**config.mk**
```make
export PLATFORM = sky130hd
export DESIGN_NAME = cht_ram
export DESIGN_NICKNAME = d
export VERILOG_FILES = /design/src/rtl/chained_hash_table_core_defines.svh /design/src/rtl/cht_ram.sv
export SDC_FILE = /design/constraint.sdc
export NUM_CORES = 2
export LEC_CHECK = 0
export ABC_CLOCK_PERIOD_IN_PS = 3900
export BUFFER_PORTS_ARGS = -buffer_cell sky130_fd_sc_hd__buf_2
export CAP_MARGIN = 40
export CORE_ASPECT_RATIO = 1.75
export CORE_MARGIN = 4
export CORE_UTILIZATION = 30
export DETAILED_ROUTE_END_ITERATION = 6
export SLEW_MARGIN = 20
export SYNTH_ARGS = -nofsm -noshare
export SYNTH_HDL_FRONTEND = slang
export SYNTH_SLANG_ARGS = --single-unit
```
**constraint.sdc**
```tcl
create_clock -name clk -period 3.9 [get_ports clk]
set_clock_uncertainty 0.05 [all_clocks]
set_input_delay 0.195 -clock clk [delete_from_list [all_inputs] [get_ports clk]]
set_output_delay 0.195 -clock clk [all_outputs]
set_load 0.02 [all_outputs]
```
**src/rtl/chained_hash_table_core_defines.svh**
```systemverilog
// Assertion macros used by the chained hash table RTL.
`ifndef CHAINED_HASH_TABLE_CORE_DEFINES_SVH
`define CHAINED_HASH_TABLE_CORE_DEFINES_SVH

// Same-cycle implication, checked at every rising edge outside reset.
`define CHT_ASSERT_NOW(label, ante, cons, msg) \
  label: assert property (@(posedge clk) disable iff (rst) (ante) |-> (cons)) else $error(msg);

// Next-cycle implication, checked at every rising edge outside reset.
`define CHT_ASSERT_NEXT(label, ante, cons, msg) \
  label: assert property (@(posedge clk) disable iff (rst) (ante) |=> (cons)) else $error(msg);

`endif

```
**src/rtl/cht_ram.sv**
```systemverilog
// Generic single-write, single-read RAM with registered read data.
`default_nettype none

module cht_ram #(
  parameter int WIDTH = 8,
  parameter int DEPTH = 256
) (
  input  logic                     clk,
  input  logic                     we,
  input  logic [$clog2(DEPTH)-1:0] waddr,
  input  logic [WIDTH-1:0]         wdata,
  input  logic [$clog2(DEPTH)-1:0] raddr,
  output logic [WIDTH-1:0]         rdata
);

  logic [WIDTH-1:0] mem [DEPTH];

  always_ff @(posedge clk) begin
    if (we) begin
      mem[waddr] <= wdata;
    end
    rdata <= mem[raddr];
  end

endmodule

`default_nettype wire

```
* Word-level counts from Yosys, hierarchy flattened
Memories as Yosys holds them, arrays and structs flattened. A register that Yosys moved wholly into a read port is not among the register bits.
Cells that the tools add are included.
** Word-level totals
- Bits in registers :: 0
- Memories kept :: 1
- Bits in writable memories :: 2048
- Output and inout bits :: 8
** Operators by class
- Muxes and demuxes :: 2
** Memory list
- mem :: words 256, width 8, rd ports 1, clocked after memory_dff 1, wr ports 1, line cht_ram.sv:16 : logic [WIDTH-1:0] mem [DEPTH];
** Operators by type and width (number)
- 1-bit 2-to-1 mux :: 2

* Depth between registers and ports, before layout
- Word-level depth :: 2
- Mapped depth :: 11
- Mapped depth without buffers :: 6

* Worst setup path before layout
OpenSTA, ideal clock, no wires.
- Path type :: input to register
- Start :: input port raddr[0]
- End :: register rdata[2] (read register of mem)
- Buffers on the path :: 4
- Arrival time :: 2.002 ns
- Path slack :: 1.717 ns
- Setup time :: 0.131 ns
- Stages on the path :: 9
- Path through :: buf_6 -> buf_12 -> buf_8 -> buf_2 -> mux4_2 -> a22oi_1 -> a21oi_1 -> nor4_1 -> nor4_2
** RTL lines
- start: declaration :: line cht_ram.sv:12 : input logic [$clog2(DEPTH)-1:0] raddr,
- end: declaration :: line cht_ram.sv:13 : output logic [WIDTH-1:0] rdata

==> metrics.md <==
| Metric | Value |
|---|---|
| H-tree Lvls | 4 |
| Area share of the largest cell type after synthesis | 77.3% |
| Ys Warns | 0 |
| Layout cells sized above 1 | 26.0% |
| Minimum clock period | 2.87 ns |
| GRT Total Usage | 15.2% |
| Num CTS Buffers | 170 |
| Max clock buf depth | 4 |
| Largest net degree at the start of global routing | 151 |
| Flops & latches, synth | 2056 |
| Post-Syn Instances | 3733 |
| Post-synthesis mux area share | 14.6% |
| Adder-cell share of the synthesized area | 0% |
| Compound-Gate Fraction of Synth Area | 3.42% |
| Root buffer cell | clkbuf_16 |
| Critical path type | reg -> reg |
| Chip Width | 397 um |
| Core ar. | 0.263 mm^2 |
| Final Max Slew Viols | 0 |
| Final Cycle Share | 73.5% |
| Drt wl/cell | 27.3 um |
| Syn Area/Cell | 21.3 um^2 |
| CP max stage delay | 0.74 ns |
| Initial antenna violation count | 13 |
| Largest family of logic cells by synthesized area | multiplexers |
| Place WS | 0.268 ns |
| Combinational Power Share | 5.4% |
| Synth unique cells | 55 |
| VDD IR max | 0.335 mV |
| Post-DR vias/cell | 5.03 |
| Synth async-reset ratio | 0% |
| Fill count | 24300 |
| Global-route wire length before repair | 303000 um |
| # nets final | 4090 |
| Capture point of the worst path | rdata[0] |
| Power Density | 478 mW/mm^2 |
| Die area | 0.274 mm^2 |
| CTS Sinks | 2056 |
| Die height | 689 um |
| Fmax | 349 MHz |
| Worst Setup End Kind | flip-flop |
| Detailed-route DRC error count | 0 |
| DPL Wire Length | 141000 um |
| Number of stages on the worst setup path | 7 |
| Io pins | 34 |
| Area delta synth->final | 14.8% |
| Crit-path max FO | 1 |
| Final setup vio count | 0 |
| CP top delay family | simple AND/OR/NAND/NOR gates |
| Slew of the pin with the lowest slew margin | 1.23 ns |
| Post-Synth Simple-Gate Area | 2.63% |
| DR pass1 iterations | 6 |
| Req. time, crit path | 4.54 ns |
| EDFF count, synth | 2048 |
| Flop-to-flop setup slack | 1.03 ns |
| GP Congestion | 0.842 |
| CP Data Arrival Time | 3.50 ns |
| GR Overflow Total | 0 |
| Post-Syn Area | 0.0796 mm^2 |
| Post-Synth XOR/XNOR Area | 0% |
| Violated checks | hold timing |
| Vias in the first global route | 40600 |
| Psw | 9240 uW |
| Static leakage | 0.0280 uW |
| Critical R2R Launch | mem[77][0] |
| Final hold violation count | 3 |
| CTS tree | done |
| PortBufs | 33 |
| Clock Power Share | 38.7% |
| Crit path launch type | flip-flop |
| Worst-path cell chain | mux4_2 -> nor2b_1 -> a211oi_1 -> nor2_1 -> nor4_1 -> buf_4 -> nor4_2 |
| Max_cap viols | 0 |
| Worst path slowest cell | nor4_1 |
| Sw Share | 21.2% |
| Sequential fraction of the synthesis area | 77.5% |
| Reg2Reg Depth | 7 |
| Syn Nets | 3759 |
| Dominant synthesized flop cell | edfxtp_1 |
| Initial DRC count | 3818 |
| Reg power frac | 55.9% |
| Top post-synthesis cells by area | edfxtp_1 77%, mux4_2 13%, mux2i_1 1.7% |
| Post-CTS Resized | 0 |
| FF-to-FF End | rdata[0] |
| Clk_lat worst skew | 0.83 ns |
| DP Cell Count | 7351 |
| Setup crit start | mem[77][0] |
| Post-DRT Antenna Nets | 0 |
| Outcome | finished, violations left |
| CTS clk-pin slew, worst paths | 0.08 ns |
| Row Count | 249 |
| RSZ-0062 raised after global routing | false |
| Non-Filler Instances | 7710 |
| Slew HR | 17.9% |
| Starting Density | 30.2% |
| Pint | 34400 uW |
| Buf/Inv on CP | 1 |
| Final Power | 43600 uW |
| Min-Delay Path Class | in -> reg |
| Routed WL | 211000 um |
| Hold_ws | -0.0119 ns |
| Dominant cell type by area after synthesis | edfxtp_1 |
| Via count | 38800 |
| Final WS setup | 1.03 ns |
==> logic make-up after synthesis <==
kind of cell,Yosys count
and+or+nand+nor,466
DFF,2056
AOI/OAI and AO/OA,385
muxes,591
buffers and inverters,235
==> routing by layer <==
layer  global-route usage (%)  routed length [um]  up-vias
met5                        0                  64        -
met4                     8.34               13600       10
met3                     1.66                9700      400
met2                     29.0              116000     1206
met1                     16.3               71000    20900
li1                         -                   -    16300
==> tightest hold or removal path: stages <==
cell     delay, ns
buf_2         0.16
nand3_1       0.18
nor2_1        0.13
==> power groups by stage <==
stage | combinational [uW] | clock (uW) | sequential (uW)
after global routing | 2480 | 18000 | 24400
after CTS | 2400 | 17200 | 24400
after detailed placement | 2390 | 0 | 24900
after global placement | 2350 | 0 | 24900
after floorplan | 1180 | 0 | 24900
final | 2370 | 16900 | 24400
==> layout make-up <==
cell class / instances / area [um^2] / area share, %
sequential: 2056 / 61700 / 67.5
multi-input combinational: 1442 / 16500 / 18.1
clock buffer: 220 / 4580 / 5.01
tap: 3514 / 4400 / 4.81
timing repair buffer: 392 / 3420 / 3.75
clock inverter: 78 / 738 / 0.808
antenna: 6 / 15.0 / 0.0164
inverter: 2 / 7.51 / 0.00822
==> synth_stat cells (4+ instances only) <==
library cell  count
dfxtp_1           8
o211ai_1         10
o22a_1            5
buf_1            22
and2_1            6
a22oi_1         133
buf_8            13
mux2i_1         134
clkbuf_1        111
o32ai_1           4
nand2_1          33
nor2_1          282
nand2b_1          8
o221ai_1         46
nor3_1           22
nor4_1           24
o22ai_1          28
nand4_1          10
a211oi_1         16
buf_2            31
nand3_1          34
a21oi_1          96
mux4_2          454
buf_4            27
or2_2             4
o21ai_0          10
nor2b_1          31
edfxtp_1       2048
a221oi_1         13
a22o_1            8
buf_6            21
buf_12            8
==> registers in the layout (all words and copies together) (netlist names) <==
name / cells
rdata: 8
mem: 2048
==> metrics by stage <==
stage | TNS, ns | cell area, um^2 | utilization (%)
floorplan | 0 | 79600 | -
global placement | -1.06 | 85400 | 32.4
detailed placement | 0 | 85600 | 32.5
CTS | 0 | 91000 | 34.6
global route | 0 | 91300 | 34.7
finish | 0 | 91300 | 34.7
==> worst min path at each step <==
stage	from	end	slack, ns	depth (start not counted)
floorplan	wdata[0]	mem[0][0]	0.24	0
global placement	wdata[5]	mem[127][5]	0.61	1
detailed placement	wdata[5]	mem[127][5]	0.61	1
CTS	waddr[0]	mem[151][3]	0.03	4
global route	waddr[4]	mem[116][7]	0.003	3
finish	waddr[4]	mem[116][7]	-0.01	3
==> placed cells by master (no fill, tap or decap), drive strengths merged, types with 28 or more instances in the layout <==
cell / instances
a21oi: 96
a22oi: 133
buf: 381
clkbuf: 220
clkinv: 59
edfxtp: 2048
mux2i: 134
mux4: 456
nand2: 33
nand3: 34
nor2: 282
nor2b: 31
o221ai: 47
o22ai: 28
==> repair_timing <==
action | CTS | global route
hold buffers | 10 | 1
endpoints found under the hold margin | 471 | 2
buffers inserted | 0 | 0
Note: power is estimated with default switching activity, not from simulation.
