## config.mk

```make
export PLATFORM = sky130hd
export DESIGN_NAME = cht_mod
export DESIGN_NICKNAME = d
export VERILOG_FILES = /design/src/rtl/chained_hash_table_core_defines.svh /design/src/rtl/cht_pkg.sv /design/src/rtl/cht_mod.sv
export SDC_FILE = /design/constraint.sdc
export NUM_CORES = 1
export LEC_CHECK = 0
export BUFFER_PORTS_ARGS = -buffer_cell sky130_fd_sc_hd__buf_4
export CORE_MARGIN = 4
export CORE_UTILIZATION = 40
export CTS_BUF_LIST = sky130_fd_sc_hd__clkbuf_8
export DETAILED_ROUTE_END_ITERATION = 10
export GPL_TIMING_DRIVEN = 0
export PLACE_DENSITY_LB_ADDON = 0.12
export SETUP_SLACK_MARGIN = 0.4
export SLEW_MARGIN = 40
export SYNTH_ARGS = -nofsm -noshare
export SYNTH_HDL_FRONTEND = slang
export SYNTH_SLANG_ARGS = --single-unit
```

## constraint.sdc

```tcl
create_clock -name clk -period 17.51 [get_ports clk]
set_clock_uncertainty 0.1 [all_clocks]
set_input_delay 2.6265 -clock clk [delete_from_list [all_inputs] [get_ports clk]]
set_output_delay 2.6265 -clock clk [all_outputs]
set_load 0.005 [all_outputs]
```

## src/rtl/chained_hash_table_core_defines.svh

```systemverilog
// Assertion macros used by the chained hash table RTL.
`ifndef CHAINED_HASH_TABLE_CORE_DEFINES_SVH
`define CHAINED_HASH_TABLE_CORE_DEFINES_SVH

// Same-cycle implication, checked at every rising edge outside reset.
`define CHT_ASSERT_NOW(label, ante, cons, msg) \
  label: assert property (@(posedge clk) disable iff (rst) (ante) |-> (cons)) else $error(msg);

// Next-cycle implication, checked at every rising edge outside reset.
`define CHT_ASSERT_NEXT(label, ante, cons, msg) \
  label: assert property (@(posedge clk) disable iff (rst) (ante) |=> (cons)) else $error(msg);

`endif

```

## src/rtl/cht_pkg.sv

```systemverilog
// Shared constants, codes and helpers for the chained hash table.
`default_nettype none

package cht_pkg;

  localparam int MAX_BUCKETS = 128;
  localparam int NODE_COUNT  = 256;

  localparam int VALUE_W = 31;
  localparam int CMD_W   = 2;
  localparam int CFG_W   = 8;
  localparam int BKT_W   = $clog2(MAX_BUCKETS);
  localparam int CNT_W   = BKT_W + 1;
  localparam int NODE_W  = $clog2(NODE_COUNT);
  localparam int LINK_W  = NODE_W + 1;

  // Modulo unit: bits of the dividend retired per cycle, and steps per item.
  localparam int MOD_DIGIT_W = 4;
  localparam int MOD_STEPS   = (VALUE_W + MOD_DIGIT_W - 1) / MOD_DIGIT_W;

  localparam logic [LINK_W-1:0] LINK_NONE  = LINK_W'(NODE_COUNT);
  localparam logic [CNT_W-1:0]  COUNT_MAX  = CNT_W'(MAX_BUCKETS);
  localparam logic [CNT_W-1:0]  COUNT_RST  = CNT_W'(100);

  typedef enum logic [CMD_W-1:0] {
    CMD_INSERT = 2'd0,
    CMD_SEARCH = 2'd1,
    CMD_DELETE = 2'd2
  } cmd_t;

  typedef enum logic [1:0] {
    ST_OK        = 2'd0,
    ST_NOT_FOUND = 2'd1,
    ST_FULL      = 2'd2
  } status_t;

  function automatic logic link_ok(input logic [LINK_W-1:0] l);
    return l < LINK_W'(NODE_COUNT);
  endfunction

endpackage

`default_nettype wire

```

## src/rtl/cht_mod.sv

```systemverilog
// Iterative modulo unit: value mod bucket count, several dividend bits per cycle.
`default_nettype none

module cht_mod (
  input  logic                        clk,
  input  logic                        rst,
  input  logic                        start,
  input  logic [cht_pkg::VALUE_W-1:0] dividend,
  input  logic [cht_pkg::CNT_W-1:0]   divisor,
  output logic                        done,
  output logic [cht_pkg::BKT_W-1:0]   rem
);

  localparam int DIG   = cht_pkg::MOD_DIGIT_W;
  localparam int STEPS = cht_pkg::MOD_STEPS;
  localparam int SH_W  = STEPS * DIG;
  localparam int STP_W = $clog2(STEPS);
  localparam int PAD_W = SH_W - cht_pkg::VALUE_W;

  logic                            busy;
  logic [STP_W-1:0]                step;
  logic [SH_W-1:0]                 shift;
  logic [cht_pkg::BKT_W-1:0]       r_work;
  logic [cht_pkg::CNT_W-1:0]       trial;

  // Restoring remainder over one digit; the partial remainder stays below the divisor.
  always_comb begin
    r_work = rem;
    trial  = '0;
    for (int i = 0; i < DIG; i++) begin
      trial = {r_work, shift[SH_W-1-i]};
      if (trial >= divisor) begin
        trial = trial - divisor;
      end
      r_work = trial[cht_pkg::BKT_W-1:0];
    end
  end

  always_ff @(posedge clk) begin
    if (rst) begin
      busy <= 1'b0;
      done <= 1'b0;
      step <= '0;
    end else begin
      done <= 1'b0;
      if (start) begin
        busy <= 1'b1;
        step <= '0;
      end else if (busy) begin
        step <= step + STP_W'(1);
        if (step == STP_W'(STEPS - 1)) begin
          busy <= 1'b0;
          done <= 1'b1;
        end
      end
    end
  end

  always_ff @(posedge clk) begin
    if (start) begin
      shift <= {{PAD_W{1'b0}}, dividend};
      rem   <= '0;
    end else if (busy) begin
      shift <= shift << DIG;
      rem   <= r_work;
    end
  end

endmodule

`default_nettype wire

```

[Word level (Yosys, flattened, before mapping)]
Index checks and enable logic that the tools add are counted.
Cells by class
  magnitude comparators: 4
  eq/ne operators: 1
  bitwise operators: 1
  add/sub/neg operators: 5
  muxes and demuxes: 10
  reductions and logical operators: 3
Operator list (count)
  31-bit 2-to-1 mux: 2
  8-bit >= comparator: 4
  7-bit 2-to-1 mux: 4
  7-bit subtractor: 4
  1-bit 2-to-1 mux: 4
  3-bit by 1-bit adder with 3-bit output (second input constant): 1
  3-bit equality test (second input constant): 1
  3-bit OR reduction: 1
  2-bit nonzero test: 1
  2-bit OR reduction: 1
  1-bit inverter: 1
Storage, ports and cells
  logic and storage cells: 30
  flip-flop bits (word level): 44
  output and inout port bits: 8

[Logic depth before layout (Yosys ltp)]
  word-level depth: 8
  mapped depth: 34
  depth with buffers taken out: 30

[Worst setup path before layout]
OpenSTA, ideal clock, no wires.
  kind: in2reg
  start: input port divisor[1] in the netlist's numbering
  end: register rem[4] in the netlist's numbering
  cell stages on the path: 27
  data arrival time: 8.404 ns
  setup time: 0.058 ns
  data required time: 17.352 ns
  path slack: 8.948 ns
  path through: inv_1 > fa_1 > nand3_1 > a31oi_2 > or2_1 > buf_6 > a21oi_1 > inv_1 > fa_1 > a31oi_1 > o21a_1 > mux2_2 > fa_1 > nor2b_1 > o31ai_1 > a31o_2 > buf_2 > and3_1 > or3_1 > ha_1 > nand3_1 > nor2_1 > o41ai_1 > buf_2 > inv_1 > a311oi_1 > o21a_1
On the way
  longest elaborated chain between the ends: 8
Ends and longest elaborated chain
  start: declaration: RTL line cht_mod.sv:9  | input logic [cht_pkg::CNT_W-1:0] divisor,
  7-bit subtractor / 8-bit >= comparator (equally long branches): RTL line cht_mod.sv:33, cht_mod.sv:32
  7-bit 2-to-1 mux: RTL line cht_mod.sv:32  | if (trial >= divisor) begin
  7-bit subtractor / 8-bit >= comparator (equally long branches): RTL line cht_mod.sv:33, cht_mod.sv:32
  7-bit 2-to-1 mux: RTL line cht_mod.sv:32
  7-bit subtractor / 8-bit >= comparator (equally long branches): RTL line cht_mod.sv:33, cht_mod.sv:32
  7-bit 2-to-1 mux: RTL line cht_mod.sv:32
  7-bit subtractor / 8-bit >= comparator (equally long branches): RTL line cht_mod.sv:33, cht_mod.sv:32
  7-bit 2-to-1 mux (*): RTL line cht_mod.sv:32
  end signal: assignment: RTL line cht_mod.sv:65  | rem <= r_work;
  end: declaration: RTL line cht_mod.sv:11  | output logic [cht_pkg::BKT_W-1:0] rem
Every way passes the cells marked *; elsewhere a longest branch is shown, timed or not.
A chain may end at the register's enable or synchronous reset.

[Final worst setup path]
Ends and elaborated chain as after synthesis.

==> results.md <==
- I/O pin count: 50
- Layout Nets: 480
- Setup Crit Path Kind: input port to flip-flop
- Pre-Repair DR Iteration Count: 4
- Max cap viols: 0
- Sequential share of the synthesized area: 35.2%
- Vias: 2749
- EDFF count, synth: 31
- Worst hold path depth: 2
- Netlist cell types: 55
- Layout Utilization: 48.3%
- Via density per instance: 5.43
- Post-synthesis cell count: 345
- VDD IR max: 0.0000752 V
- Synthesized area: 3390 µm²
- Tmin final: 9460 ps
- Final number of hold-violating endpoints: 0
- CP max FO: 10
- R2r endpoint: rem[4]
- ANT cells: 0
- Max Buffers Root-to-Sink: 2
- Starting Density: 41.2%
- CP max stage delay: 500 ps
- RePlAce Congestion: 0.847
- Leakage power: 1.76 nW
- Kind of start point of the critical path: input port
- Gr usage total: 17.3%
- Depth of the worst register-to-register path: 30
- Final HPWL DP: 6640 µm
- WL per Instance: 16.4 µm
- CTS HTree Levels: 2
- Yosys reg bits: 44
- Critical R2R Launch: shift[31]
- Vias in the first global route: 2836
- Fin. max-slew vios: 0
- Clock sink total: 44
- Root buf cell: clkbuf_8
- Post-synth top area share: 27.5%
- Initial antenna violation count: 0
- Filler cells: 804
- Worst reg-to-reg setup slack: 10150 ps
- Quantity of gates resized following cts: 0
- Most frequent cells after synthesis: ha_1, edfxtp_1, mux2_2
- Non-filler cells, final: 506
- Status: finished, final reports clean
- CP Capture Type: flip-flop
- HP Start: shift[27]
- Most common cell in the netlist: ha_1
- RSZ-0062 raised after global routing: false
- F_max: 0.106 GHz
- Area of the multi-input gates: 2070 µm²
- Post-Syn Nets: 425
- YS warnings: 0
- Worst slew pin tran: 652 ps
- Synthesized area per cell: 9.81 µm²
- Sequential cell area: 1190 µm²
- Hold EP: shift[31]
- Initial DRC count: 121
- Port bufs: 48
- Worst path most repeated cell: inv_1
- Max transition margin: 56.5%
- Post-DRT Antenna Nets: 0
- FP Rows: 33
- Clock buffer count from CTS: 5
- CTS tree: done
- Placed cell count: 498
- Die W: 100 µm
- Final Setup Violations: 0
- TNS Setup: 0 ps
- Pwr Density: 194 nW/µm²
- Crit-path slowest cell: fa_1
- Die Height: 100 µm
- First-pass GRT wire length: 13600 µm
- Die area: 10000 µm²
- Largest area contributor in the netlist: edfxtp_1
- Post-synth top flop: edfxtp_1
- Clock transition at path regs: 80 ps
- CP Data Arrival Time: 9590 ps
- Hold_buf cts: 0
- Post-synth ARST share: 0%
- Total setup buffers inserted after CTS: 0
- Area growth syn-to-layout: 17.2%
- Worst min path class: flip-flop to flip-flop
- DRC viols: 0
- Share of layout cells above drive strength 1: 23.7%
- Synth top area cells: edfxtp_1, ha_1, mux2_2
- Final wirelength: 8320 µm
- Clock Latency Late Sink: 290 ps
- Worst EP required: 17640 ps
- Overflow left after global routing: 0
- Core ar.: 8220 µm²
- Largest net degree at the start of global routing: 32
- Crit share post-route: 54.0%
==> sequential cells by signal, indices dropped and copies added (netlist names) <==
| signal | flops |
|---|---|
| busy | 1 |
| done | 1 |
| rem | 7 |
| shift | 32 |
| step | 3 |
==> metal layers <==
layer  wire length [µm]  share of wire [%]  track usage (%)  vias up
li1                   -                  -                -     1386
met1               3590                 43             21.7     1285
met2               4120                 49             30.0       66
met3                429                5.2             3.68       12
met4                185                2.2             5.18        0
met5                  0                  0                0        -
==> how the worst max path moves through the flow <==
stage	cells after the start	to	start	slack, ps
2_1_floorplan	27	rem[4]	divisor[1]	8950
3_3_place_gp	27	rem[4]	divisor[1]	7720
3_5_place_dp	27	rem[4]	divisor[1]	7690
4_1_cts	27	rem[4]	divisor[1]	7940
5_1_grt	31	rem[4]	divisor[1]	7440
6_report	29	rem[4]	divisor[1]	8050
==> where the power goes <==
part           leakage (nW)  switching (mW)  internal (mW)
clock network        0.0507          0.0328         0.0274
registers             0.421          0.0135          0.127
logic                  1.29           0.324          0.246
==> stage by stage <==
stage	area, µm²	hold slack [ps]	power, mW	setup WS, ps
final	3970	391	0.770	8050
after global routing	3970	438	0.861	7440
after floorplan	3390	357	0.572	8950
after detailed placement	3880	380	0.707	7690
after CTS	3960	400	0.770	7940
after global placement	3880	369	0.700	7720
==> layout by cell type (no fill, tap or decap), types with 2 or more instances in the layout <==
cell      netlist  final
o31ai_1         3      3
a21o_1          5      5
and2_1          5      5
a311oi_1        2      2
a21oi_1        20     20
o31a_1          2      2
buf_2           3      3
xor2_1         10     10
nor2b_1         4      4
clkbuf_8        0      5
nand2b_1        6      6
xnor2_1         4      4
clkbuf_1        3      3
ha_1           34     34
a211oi_1        5      5
and3_1          4      4
o21ai_0        16     16
nor4_1          2      2
nor2_1         23     23
buf_1           3      3
o21a_1         10     10
or3_1           2      2
buf_4           0     48
edfxtp_1       31     31
fa_1            4      4
mux2i_1         7      7
a31oi_2         1      2
mux2_2         28     28
nand2_1        24     24
o211ai_1        2      2
nand4_1         3      3
inv_1          23     24
nand3_1         7      7
nor3_1         13     13
dfxtp_1        13     13
==> worst max-delay path: cells and delay by family <==
family	cells	cell delay (ps)
AOI/OAI and AO/OA	9	2430
adders and majority gates	4	1560
buffers and inverters	8	1260
muxes	1	420
and+or+nand+nor	7	1260
==> area by class of cell <==
cell class,instances,share of cell area (%)
multi-input combinational,268,52.0
sequential,44,30.0
timing repair buffer,48,9.08
tap,105,3.31
inverter,23,2.18
clock buffer,5,1.73
buffer,10,1.23
clock inverter,3,0.410
==> cell families (layout without fill, tap and decap cells) <==
group / Yosys count / after routing / share of synthesized area (%)
and+or+nand+nor: 99 / 99 / 14.5
AOI/OAI and AO/OA: 82 / 82 / 16.4
DFF: 44 / 44 / 35.2
adders and majority gates: 38 / 38 / 14.9
muxes: 35 / 35 / 11.4
buffers and inverters: 33 / 89 / 3.99
xor gates and xnor gates: 14 / 14 / 3.62
Note: power is estimated with default switching activity, not from simulation.
